## src/hw/rtl/minmax_linear_quantizer_unit_assert.svh

```systemverilog
// ----------------------------------------------------------------------------
// minmax linear quantizer assertion macros
// clocked property macros used by the quantizer top level
// ----------------------------------------------------------------------------
`ifndef MINMAX_LINEAR_QUANTIZER_UNIT_ASSERT_SVH
`define MINMAX_LINEAR_QUANTIZER_UNIT_ASSERT_SVH

// consequent checked in the same cycle as the antecedent
`define MLQ_ASSERT_SAME(label, clk, rst, ante, cons) \
   label: assert property (@(posedge clk) disable iff (rst) (ante) |-> (cons)) \
      else $error("mlq same-cycle check failed");

// consequent checked in the cycle after the antecedent
`define MLQ_ASSERT_NEXT(label, clk, rst, ante, cons) \
   label: assert property (@(posedge clk) disable iff (rst) (ante) |=> (cons)) \
      else $error("mlq next-cycle check failed");

`endif

```

## src/hw/rtl/mlq_pkg.sv

```systemverilog
`timescale 1ns / 1ps
// ----------------------------------------------------------------------------
// mlq_pkg
// types, codes and widths shared by the min/max linear quantizer
// ----------------------------------------------------------------------------
package mlq_pkg;

   localparam int SAMPLE_W   = 32;
   localparam int LEVEL_W    = 17;
   localparam int INDEX_W    = 16;
   localparam int CMD_W      = 2;
   localparam int STATUS_W   = 2;
   localparam int PROD_W     = 48;
   localparam int DIV1_STEPS = 16;
   localparam int DIV2_STEPS = 32;
   localparam int STEP_W     = 6;
   localparam int REQ_DATA_W = 32;
   localparam int RSP_DATA_W = 56;

   localparam logic [LEVEL_W-1:0] LEVELS_RESET = 17'd256;
   localparam logic [LEVEL_W-1:0] LEVELS_MIN   = 17'd2;
   localparam logic [LEVEL_W-1:0] LEVELS_MAX   = 17'h10000;

   localparam logic [CMD_W-1:0] CMD_CLEAR    = 2'd0;
   localparam logic [CMD_W-1:0] CMD_MEASURE  = 2'd1;
   localparam logic [CMD_W-1:0] CMD_QUANTIZE = 2'd2;

   localparam logic [STATUS_W-1:0] STATUS_OK       = 2'd0;
   localparam logic [STATUS_W-1:0] STATUS_FEW      = 2'd1;
   localparam logic [STATUS_W-1:0] STATUS_NO_STATS = 2'd2;

   typedef enum logic [3:0] {
      ST_IDLE,
      ST_DIFF,
      ST_CLASS,
      ST_MUL1,
      ST_DIV1,
      ST_ROUND,
      ST_MUL2,
      ST_DIV2,
      ST_DONE
   } state_type;

   // clamp the level register into the supported range
   function automatic logic [LEVEL_W-1:0] eff_levels(input logic [LEVEL_W-1:0] raw);
      logic [LEVEL_W-1:0] res;
      if (raw < LEVELS_MIN) begin
         res = LEVELS_MIN;
      end else if (raw > LEVELS_MAX) begin
         res = LEVELS_MAX;
      end else begin
         res = raw;
      end
      return res;
   endfunction

endpackage

```

## src/hw/rtl/minmax_linear_quantizer_unit.sv

```systemverilog
`timescale 1ns / 1ps
// ----------------------------------------------------------------------------
// minmax_linear_quantizer_unit
// two-pass uniform quantizer: tracks min, max and count of measured samples,
// then maps a sample to the nearest of L evenly spaced levels
// ----------------------------------------------------------------------------
//
//   channel  dir  handshake             payload
//   req      in   req_tvalid/tready     tuser: cmd, tdata: sample
//   rsp      out  rsp_tvalid/tready     tdata: level_index, level_value, status
//   csr      in   csr_valid/ready       csr_data: quantize_levels
//
// clear, measure and unused commands finish in the accept cycle
// a quantize word goes from accept to result through setup and one restoring
// divider, one quotient bit a cycle, that runs 16 steps for the index and 32 for
// the level offset, with rounding and the two multiply states; a sample
// at or below min or a zero range skips both divisions, one at or above max skips the index division
// reset (synchronous) clears the statistics and sets 256 levels
// a finished result waits in the output register; the next word is accepted
// while it waits, a new quantize result waits for that slot to free up
//
`include "minmax_linear_quantizer_unit_assert.svh"

module minmax_linear_quantizer_unit (
   input  logic                              clock,
   input  logic                              reset,
   // request stream
   input  logic                              req_tvalid,
   output logic                              req_tready,
   input  logic [mlq_pkg::REQ_DATA_W-1:0]    req_tdata,   // [31:0] sample
   input  logic [mlq_pkg::CMD_W-1:0]         req_tuser,   // [1:0] cmd
   // response stream
   output logic                              rsp_tvalid,
   input  logic                              rsp_tready,
   output logic [mlq_pkg::RSP_DATA_W-1:0]    rsp_tdata,   // [15:0] level_index,
                                                          // [47:16] level_value,
                                                          // [49:48] status, rest 0
   // level count register write
   input  logic                              csr_valid,
   output logic                              csr_ready,
   input  logic [mlq_pkg::LEVEL_W-1:0]       csr_data
);
   import mlq_pkg::*;

   // control state
   state_type                    state_ff, state_in;
   logic                         rsp_valid_ff, rsp_valid_in;
   logic [LEVEL_W-1:0]           levels_ff, levels_in;
   logic [SAMPLE_W-1:0]          min_ff, min_in;
   logic [SAMPLE_W-1:0]          max_ff, max_in;
   logic [SAMPLE_W-1:0]          count_ff, count_in;
   logic [STEP_W-1:0]            step_ff, step_in;

   // datapath
   logic [SAMPLE_W-1:0]          sample_ff, sample_in;
   logic signed [SAMPLE_W:0]     diff_ff, diff_in;
   logic [SAMPLE_W-1:0]          range_ff, range_in;
   logic [INDEX_W-1:0]           idx_ff, idx_in;
   logic [PROD_W-1:0]            num_ff, num_in;      // dividend in, quotient out
   logic [SAMPLE_W-1:0]          rem_ff, rem_in;
   logic [SAMPLE_W-1:0]          den_ff, den_in;
   logic [RSP_DATA_W-1:0]        rsp_data_ff, rsp_data_in;

   logic                         req_fire;
   logic                         rsp_free;
   logic [LEVEL_W-1:0]           lvl;
   logic [LEVEL_W-1:0]           lvl_m1;

   // class of the sample against the measured range
   logic                         cls_zero;
   logic                         cls_top;

   // shared multiplier
   logic [SAMPLE_W-1:0]          mul_a;
   logic [LEVEL_W-1:0]           mul_b;
   logic [SAMPLE_W+LEVEL_W-1:0]  mul_p;

   // shared divider step
   logic [SAMPLE_W:0]            div_shift;
   logic [SAMPLE_W:0]            div_sub;
   logic                         div_geq;
   logic [SAMPLE_W-1:0]          div_rem;
   logic [PROD_W-1:0]            div_num;

   // rounding
   logic                         round_up;
   logic [LEVEL_W-1:0]           round_idx;

   // result fields
   logic [SAMPLE_W-1:0]          level_value;
   logic [STATUS_W-1:0]          status;

   assign req_fire   = req_tvalid && req_tready;
   assign req_tready = (state_ff == ST_IDLE);
   assign csr_ready  = (state_ff == ST_IDLE);
   assign rsp_free   = !rsp_valid_ff || rsp_tready;
   assign rsp_tvalid = rsp_valid_ff;
   assign rsp_tdata  = rsp_data_ff;

   assign lvl    = eff_levels(levels_ff);
   assign lvl_m1 = lvl - LEVEL_W'(1);

   assign cls_zero = (range_ff == '0) || (diff_ff <= 0);
   assign cls_top  = (diff_ff >= $signed({1'b0, range_ff}));

   // multiplier operands follow the sequencer state
   always_comb begin
      if (state_ff == ST_MUL2) begin
         mul_a = range_ff;
         mul_b = {1'b0, idx_ff};
      end else begin
         mul_a = diff_ff[SAMPLE_W-1:0];
         mul_b = lvl;
      end
   end
   assign mul_p = mul_a * mul_b;

   // restoring division, one quotient bit a step
   assign div_shift = {rem_ff, num_ff[PROD_W-1]};
   assign div_sub   = div_shift - {1'b0, den_ff};
   assign div_geq   = (div_shift >= {1'b0, den_ff});
   assign div_rem   = div_geq ? div_sub[SAMPLE_W-1:0] : div_shift[SAMPLE_W-1:0];
   assign div_num   = {num_ff[PROD_W-2:0], div_geq};

   // a tie rounds up, then clamp to the top level
   assign round_up  = ({rem_ff, 1'b0} >= {1'b0, range_ff});
   assign round_idx = ({1'b0, num_ff[INDEX_W-1:0]} + LEVEL_W'(round_up) > lvl_m1)
                      ? lvl_m1
                      : {1'b0, num_ff[INDEX_W-1:0]} + LEVEL_W'(round_up);

   assign level_value = min_ff + num_ff[SAMPLE_W-1:0];

   always_comb begin
      if (count_ff == '0) begin
         status = STATUS_NO_STATS;
      end else if (count_ff < {{(SAMPLE_W-LEVEL_W){1'b0}}, lvl}) begin
         status = STATUS_FEW;
      end else begin
         status = STATUS_OK;
      end
   end

   // next state
   always_comb begin
      state_in = state_ff;
      unique case (state_ff)
         ST_IDLE: begin
            if (req_fire && (req_tuser == CMD_QUANTIZE)) begin
               state_in = ST_DIFF;
            end
         end
         ST_DIFF: begin
            state_in = ST_CLASS;
         end
         ST_CLASS: begin
            if (cls_zero) begin
               state_in = ST_DONE;
            end else if (cls_top) begin
               state_in = ST_MUL2;
            end else begin
               state_in = ST_MUL1;
            end
         end
         ST_MUL1: begin
            state_in = ST_DIV1;
         end
         ST_DIV1: begin
            if (step_ff == STEP_W'(1)) begin
               state_in = ST_ROUND;
            end
         end
         ST_ROUND: begin
            state_in = ST_MUL2;
         end
         ST_MUL2: begin
            state_in = ST_DIV2;
         end
         ST_DIV2: begin
            if (step_ff == STEP_W'(1)) begin
               state_in = ST_DONE;
            end
         end
         ST_DONE: begin
            if (rsp_free) begin
               state_in = ST_IDLE;
            end
         end
         default: begin
            state_in = ST_IDLE;
         end
      endcase
   end

   // datapath and statistics updates
   always_comb begin
      rsp_valid_in = rsp_valid_ff;
      levels_in    = levels_ff;
      min_in       = min_ff;
      max_in       = max_ff;
      count_in     = count_ff;
      step_in      = step_ff;
      sample_in    = sample_ff;
      diff_in      = diff_ff;
      range_in     = range_ff;
      idx_in       = idx_ff;
      num_in       = num_ff;
      rem_in       = rem_ff;
      den_in       = den_ff;
      rsp_data_in  = rsp_data_ff;

      if (rsp_valid_ff && rsp_tready) begin
         rsp_valid_in = 1'b0;
      end
      if (csr_valid && csr_ready) begin
         levels_in = csr_data;
      end

      unique case (state_ff)
         ST_IDLE: begin
            if (req_fire) begin
               case (req_tuser)
                  CMD_CLEAR: begin
                     min_in   = '0;
                     max_in   = '0;
                     count_in = '0;
                  end
                  CMD_MEASURE: begin
                     if (count_ff == '0) begin
                        min_in = req_tdata;
                        max_in = req_tdata;
                     end else begin
                        if ($signed(req_tdata) < $signed(min_ff)) begin
                           min_in = req_tdata;
                        end
                        if ($signed(req_tdata) > $signed(max_ff)) begin
                           max_in = req_tdata;
                        end
                     end
                     if (count_ff != '1) begin
                        count_in = count_ff + SAMPLE_W'(1);
                     end
                  end
                  CMD_QUANTIZE: begin
                     sample_in = req_tdata;
                  end
                  default: begin
                  end
               endcase
            end
         end
         ST_DIFF: begin
            diff_in  = $signed({sample_ff[SAMPLE_W-1], sample_ff})
                       - $signed({min_ff[SAMPLE_W-1], min_ff});
            range_in = max_ff - min_ff;
         end
         ST_CLASS: begin
            if (cls_zero) begin
               idx_in = '0;
               num_in = '0;
            end else if (cls_top) begin
               idx_in = lvl_m1[INDEX_W-1:0];
            end
         end
         ST_MUL1: begin
            // quotient stays below L, so the top 32 dividend bits start as remainder
            rem_in  = mul_p[PROD_W-1:DIV1_STEPS];
            num_in  = {mul_p[DIV1_STEPS-1:0], {(PROD_W-DIV1_STEPS){1'b0}}};
            den_in  = range_ff;
            step_in = STEP_W'(DIV1_STEPS);
         end
         ST_DIV1, ST_DIV2: begin
            rem_in  = div_rem;
            num_in  = div_num;
            step_in = step_ff - STEP_W'(1);
         end
         ST_ROUND: begin
            idx_in = round_idx[INDEX_W-1:0];
         end
         ST_MUL2: begin
            // offset stays below the range, so the top 16 bits start as remainder
            rem_in  = {{(SAMPLE_W-(PROD_W-DIV2_STEPS)){1'b0}}, mul_p[PROD_W-1:DIV2_STEPS]};
            num_in  = {mul_p[DIV2_STEPS-1:0], {(PROD_W-DIV2_STEPS){1'b0}}};
            den_in  = {{(SAMPLE_W-LEVEL_W){1'b0}}, lvl};
            step_in = STEP_W'(DIV2_STEPS);
         end
         ST_DONE: begin
            if (rsp_free) begin
               rsp_valid_in = 1'b1;
               rsp_data_in  = {{(RSP_DATA_W-STATUS_W-SAMPLE_W-INDEX_W){1'b0}},
                               status, level_value, idx_ff};
            end
         end
         default: begin
         end
      endcase
   end

   // control registers
   always_ff @(posedge clock) begin
      if (reset) begin
         state_ff     <= ST_IDLE;
         rsp_valid_ff <= 1'b0;
         levels_ff    <= LEVELS_RESET;
         min_ff       <= '0;
         max_ff       <= '0;
         count_ff     <= '0;
         step_ff      <= '0;
      end else begin
         state_ff     <= state_in;
         rsp_valid_ff <= rsp_valid_in;
         levels_ff    <= levels_in;
         min_ff       <= min_in;
         max_ff       <= max_in;
         count_ff     <= count_in;
         step_ff      <= step_in;
      end
   end

   // payload registers
   always_ff @(posedge clock) begin
      sample_ff   <= sample_in;
      diff_ff     <= diff_in;
      range_ff    <= range_in;
      idx_ff      <= idx_in;
      num_ff      <= num_in;
      rem_ff      <= rem_in;
      den_ff      <= den_in;
      rsp_data_ff <= rsp_data_in;
   end

   // checks
   `MLQ_ASSERT_NEXT(a_quant_starts, clock, reset, req_fire && (req_tuser == CMD_QUANTIZE), state_ff == ST_DIFF)
   `MLQ_ASSERT_SAME(a_div_steps_left, clock, reset, (state_ff == ST_DIV1) || (state_ff == ST_DIV2), step_ff != '0)
   `MLQ_ASSERT_SAME(a_min_le_max, clock, reset, count_ff != '0, $signed(min_ff) <= $signed(max_ff))
   `MLQ_ASSERT_SAME(a_empty_stats, clock, reset, count_ff == '0, (min_ff == '0) && (max_ff == '0))

endmodule
```

## config.mk

```make
export PLATFORM = sky130hd
export DESIGN_NAME = minmax_linear_quantizer_unit
export DESIGN_NICKNAME = d
export VERILOG_FILES = /design/src/hw/rtl/mlq_pkg.sv /design/src/hw/rtl/minmax_linear_quantizer_unit.sv
export VERILOG_INCLUDE_DIRS = /design/src /design/src/hw/rtl
export SDC_FILE = /design/constraint.sdc
export NUM_CORES = 2
export LEC_CHECK = 0
export BUFFER_PORTS_ARGS = -buffer_cell sky130_fd_sc_hd__clkbuf_2
export CAP_MARGIN = 25
export CORE_MARGIN = 3
export CORE_UTILIZATION = 40
export DETAILED_ROUTE_END_ITERATION = 10
export SKIP_CTS_REPAIR_TIMING = 1
export SYNTH_ARGS = -nofsm -noshare
export SYNTH_HDL_FRONTEND = slang
export SYNTH_SLANG_ARGS = --single-unit
export TNS_END_PERCENT = 50
```

## constraint.sdc

```tcl
create_clock -name clock -period 10.3 [get_ports clock]
set_clock_uncertainty 0.15 [all_clocks]
set_input_delay 1.03 -clock clock [delete_from_list [all_inputs] [get_ports clock]]
set_output_delay 1.03 -clock clock [all_outputs]
set_load 0.01 [all_outputs]
```

==> results.rst <==
.. list-table::
   :header-rows: 1

   * - Metric
     - Value
   * - Result of the run
     - complete, no violations
   * - Antenna violations before repair
     - 2
   * - Net count, final
     - 5,893
   * - Critical path capture point type
     - register
   * - First-pass iteration count of the detailed router
     - 6
   * - Data arrival, critical path
     - 9720 ps
   * - Count of buffers inserted at the top-level ports
     - 108
   * - Routed vias/inst
     - 5.55
   * - Worst slew slack as a fraction of its limit
     - 25.0%
   * - Antenna Nets Post-Route
     - 0
   * - Filler cells
     - 10,600
   * - Sum Neg Setup Slack
     - 0 ps
   * - Cell depth of the worst flop-to-flop path
     - 25
   * - Core area
     - 0.108 sq mm
   * - Slew at the pin with the worst max-slew slack
     - 1130 ps
   * - Setup repair after global routing missed its margin
     - no
   * - DR vias
     - 35,600
   * - Chip Width
     - 336 microns
   * - Post-synth top flop
     - sky130_fd_sc_hd__edfxtp_1
   * - FFs w/ async S/R, synth
     - 0%
   * - Sequential-to-total area share from yosys stat
     - 24.6%
   * - Die area
     - 0.113 sq mm
   * - Number of endpoints with negative hold slack in the final report
     - 0
   * - Weighted congestion reported at the end of routability-driven placement
     - 0.952
   * - Clock transition time at the flip-flop clock pins of the worst setup and hold paths
     - 70 ps
   * - Initial standard-cell utilization of the core
     - 40.5%
   * - Netlist cell types
     - 94
   * - Cell area after synthesis
     - 0.0436 sq mm
   * - Syn-to-layout area delta
     - 9.03%
   * - Worst hold path endpoint
     - max_ff[1]
   * - Number of instances in the synthesized netlist
     - 4,913
   * - Total number of placement rows
     - 120
   * - Cell at the root of the clock tree
     - sky130_fd_sc_hd__clkbuf_16
   * - Reg-to-reg critical path startpoint
     - state_ff[1]
   * - Crit path required time
     - 10,470 ps
   * - Cell count of the worst hold path
     - 2
   * - Layout cell share with drive strength beyond 1
     - 7.09%
   * - F_max
     - 105 MHz
   * - Clock sink count
     - 399
   * - Grt total ovfl
     - 0
   * - Final setup violation count
     - 0
   * - DRC Markers
     - 0
   * - Crit Reg-Reg Endpoint
     - rem_ff[10]
   * - TritonCTS clock tree
     - yes
   * - Start point of the critical path
     - state_ff[1]
   * - Launching element type of the critical path
     - register
   * - First-pass GRT wire length
     - 221 mm
   * - Number of buffers created by CTS
     - 43
   * - Clock network latency to the later pin of the worst-skew pair
     - 600 ps
   * - Synthesized flop and latch total
     - 399
   * - Most frequent standard cell in the layout excluding fill and tap cells
     - sky130_fd_sc_hd__inv_1
   * - Average wire per standard cell
     - 22.6 microns
   * - Number of max-slew violations in the final report
     - 0
   * - Via count of the first global-routing pass
     - 35,600
   * - Most used cells in the layout excluding fill and tap cells
     - sky130_fd_sc_hd__inv_1, sky130_fd_sc_hd__nand2_1, sky130_fd_sc_hd__fa_1
   * - Hold crit path type
     - reg -> reg
   * - Number of diodes added for antenna fixing
     - 0
   * - Synth Warn #
     - 0
   * - DP Wirelength
     - 118 mm
   * - Routed wire length
     - 145 mm
   * - Minimum clock period after layout
     - 9550 ps
   * - Clock Tree Buf Depth
     - 3
   * - Drt initial violations
     - 2,878
   * - Overall routing resource usage
     - 25.8%
   * - Register-to-register path setup slack
     - 750 ps
   * - Count of H-tree levels built during CTS
     - 2
   * - Cell area after placement
     - 0.0460 sq mm
   * - Category of the critical setup timing path
     - reg -> reg
   * - Count of flip-flops with a built-in enable after synthesis
     - 275
   * - Fin area
     - 0.0475 sq mm
   * - Hold_sp
     - max_ff[1]
   * - Count of max-cap constraint violations
     - 0
   * - Share of the clock period used by the worst path
     - 92.7%
   * - Die Y
     - 336 microns
   * - Pin count of the biggest net entering global routing
     - 79
   * - Top-level port count
     - 115
   * - Average footprint of a synthesized cell
     - 8.88 sq um
   * - Maximum fanout along the worst path
     - 25
==> cell type report <==
type                       instances  area (sq um)  share of cell area, %
tap                             1403          1760                   3.69
inverter                         760          2850                   6.00
multi-input combinational       3581         29400                   61.9
sequential                       399         10700                   22.6
timing repair buffer             189          1190                   2.49
clock inverter                    35           454                  0.955
clock buffer                      45          1110                   2.34
==> cell usage after synthesis (all sizes together), types with 56 or more instances <==
cell type | count | area (sq um)
inv | 760 | 2850
nand2 | 633 | 2380
fa | 452 | 9050
nor2 | 421 | 1580
ha | 411 | 5140
a21oi | 275 | 1380
edfxtp | 275 | 8260
o21ai | 212 | 1060
a21o | 169 | 1270
clkbuf | 148 | 556
dfxtp | 124 | 2480
xnor2 | 119 | 1040
xor2 | 85 | 744
nand4 | 65 | 407
nand3 | 56 | 285
o21a | 56 | 420
==> registers in the layout (all words and copies together) (netlist names) <==
name and flops:
rsp_tdata 50, num_ff 48, diff_ff 33, count_ff 32, den_ff 32, max_ff 32
min_ff 32, range_ff 32, rem_ff 32, sample_ff 32, levels_ff 17, idx_ff 16
step_ff 6, state_ff 4, rsp_tvalid 1
==> kinds of logic (layout without fill, tap and decap cells) <==
| group | Yosys count | count (layout) | share of synthesized area [%] |
|---|---|---|---|
| buf+inv | 938 | 1029 | 8.19 |
| flops | 399 | 399 | 24.6 |
| mux | 19 | 19 | 0.439 |
| xor+xnor | 204 | 204 | 4.10 |
| simple gates | 1503 | 1503 | 15.5 |
| fa+ha+maj | 863 | 863 | 32.5 |
| other cells | 1 | 6 | 0.00860 |
| compound gates | 986 | 986 | 14.6 |
==> per-stage QoR <==
step	util (%)	worst slack, ps	hold WS [ps]	std cells
floorplan	-	2150	276	4918
global placement	42.6	761	315	6327
detailed placement	42.7	860	319	6331
CTS	44.1	788	327	6411
global route	44.2	132	365	6412
finish	44.2	752	324	6412
==> routing by layer <==
metal,GRT usage (%),wire length [microns],vias to the layer above
met5,0,13,-
met3,4.76,11500,282
met2,41.5,65700,1379
met4,9.94,6540,2
li1,-,-,16500
met1,34.6,61500,17400
==> worst max-delay path by stage <==
| stage | endpoint | slack [ps] | cells past startpoint |
|---|---|---|---|
| 2_1_floorplan | rem_ff[31] | 2150 | 30 |
| 3_3_place_gp | rem_ff[26] | 760 | 26 |
| 3_5_place_dp | rem_ff[10] | 860 | 25 |
| 4_1_cts | rem_ff[10] | 790 | 25 |
| 5_1_grt | rem_ff[10] | 130 | 25 |
| 6_report | rem_ff[10] | 750 | 25 |
==> critical path, cell delays in order, from the launching register on <==
cell and delay (ps):
sky130_fd_sc_hd__dfxtp_1 570, sky130_fd_sc_hd__nand2b_1 460, sky130_fd_sc_hd__nor2_4 690, sky130_fd_sc_hd__buf_4 350
sky130_fd_sc_hd__o21a_1 610, sky130_fd_sc_hd__buf_4 340, sky130_fd_sc_hd__nor2_1 90, sky130_fd_sc_hd__fa_1 530
sky130_fd_sc_hd__fa_1 440, sky130_fd_sc_hd__fa_1 580, sky130_fd_sc_hd__fa_1 460, sky130_fd_sc_hd__fa_1 560
sky130_fd_sc_hd__inv_1 60, sky130_fd_sc_hd__fa_1 540, sky130_fd_sc_hd__inv_1 40, sky130_fd_sc_hd__ha_1 350
sky130_fd_sc_hd__and3_1 230, sky130_fd_sc_hd__and2_1 160, sky130_fd_sc_hd__a221oi_1 270, sky130_fd_sc_hd__o31ai_1 170
sky130_fd_sc_hd__o21ai_1 330, sky130_fd_sc_hd__o221ai_1 280, sky130_fd_sc_hd__o311ai_2 390, sky130_fd_sc_hd__o21ai_1 130
sky130_fd_sc_hd__xnor2_1 320, sky130_fd_sc_hd__o21ai_0 130
Power is left out: the tool's default activity adds up to more than one toggle a clock period on the data nets, which glitch-free logic cannot reach.
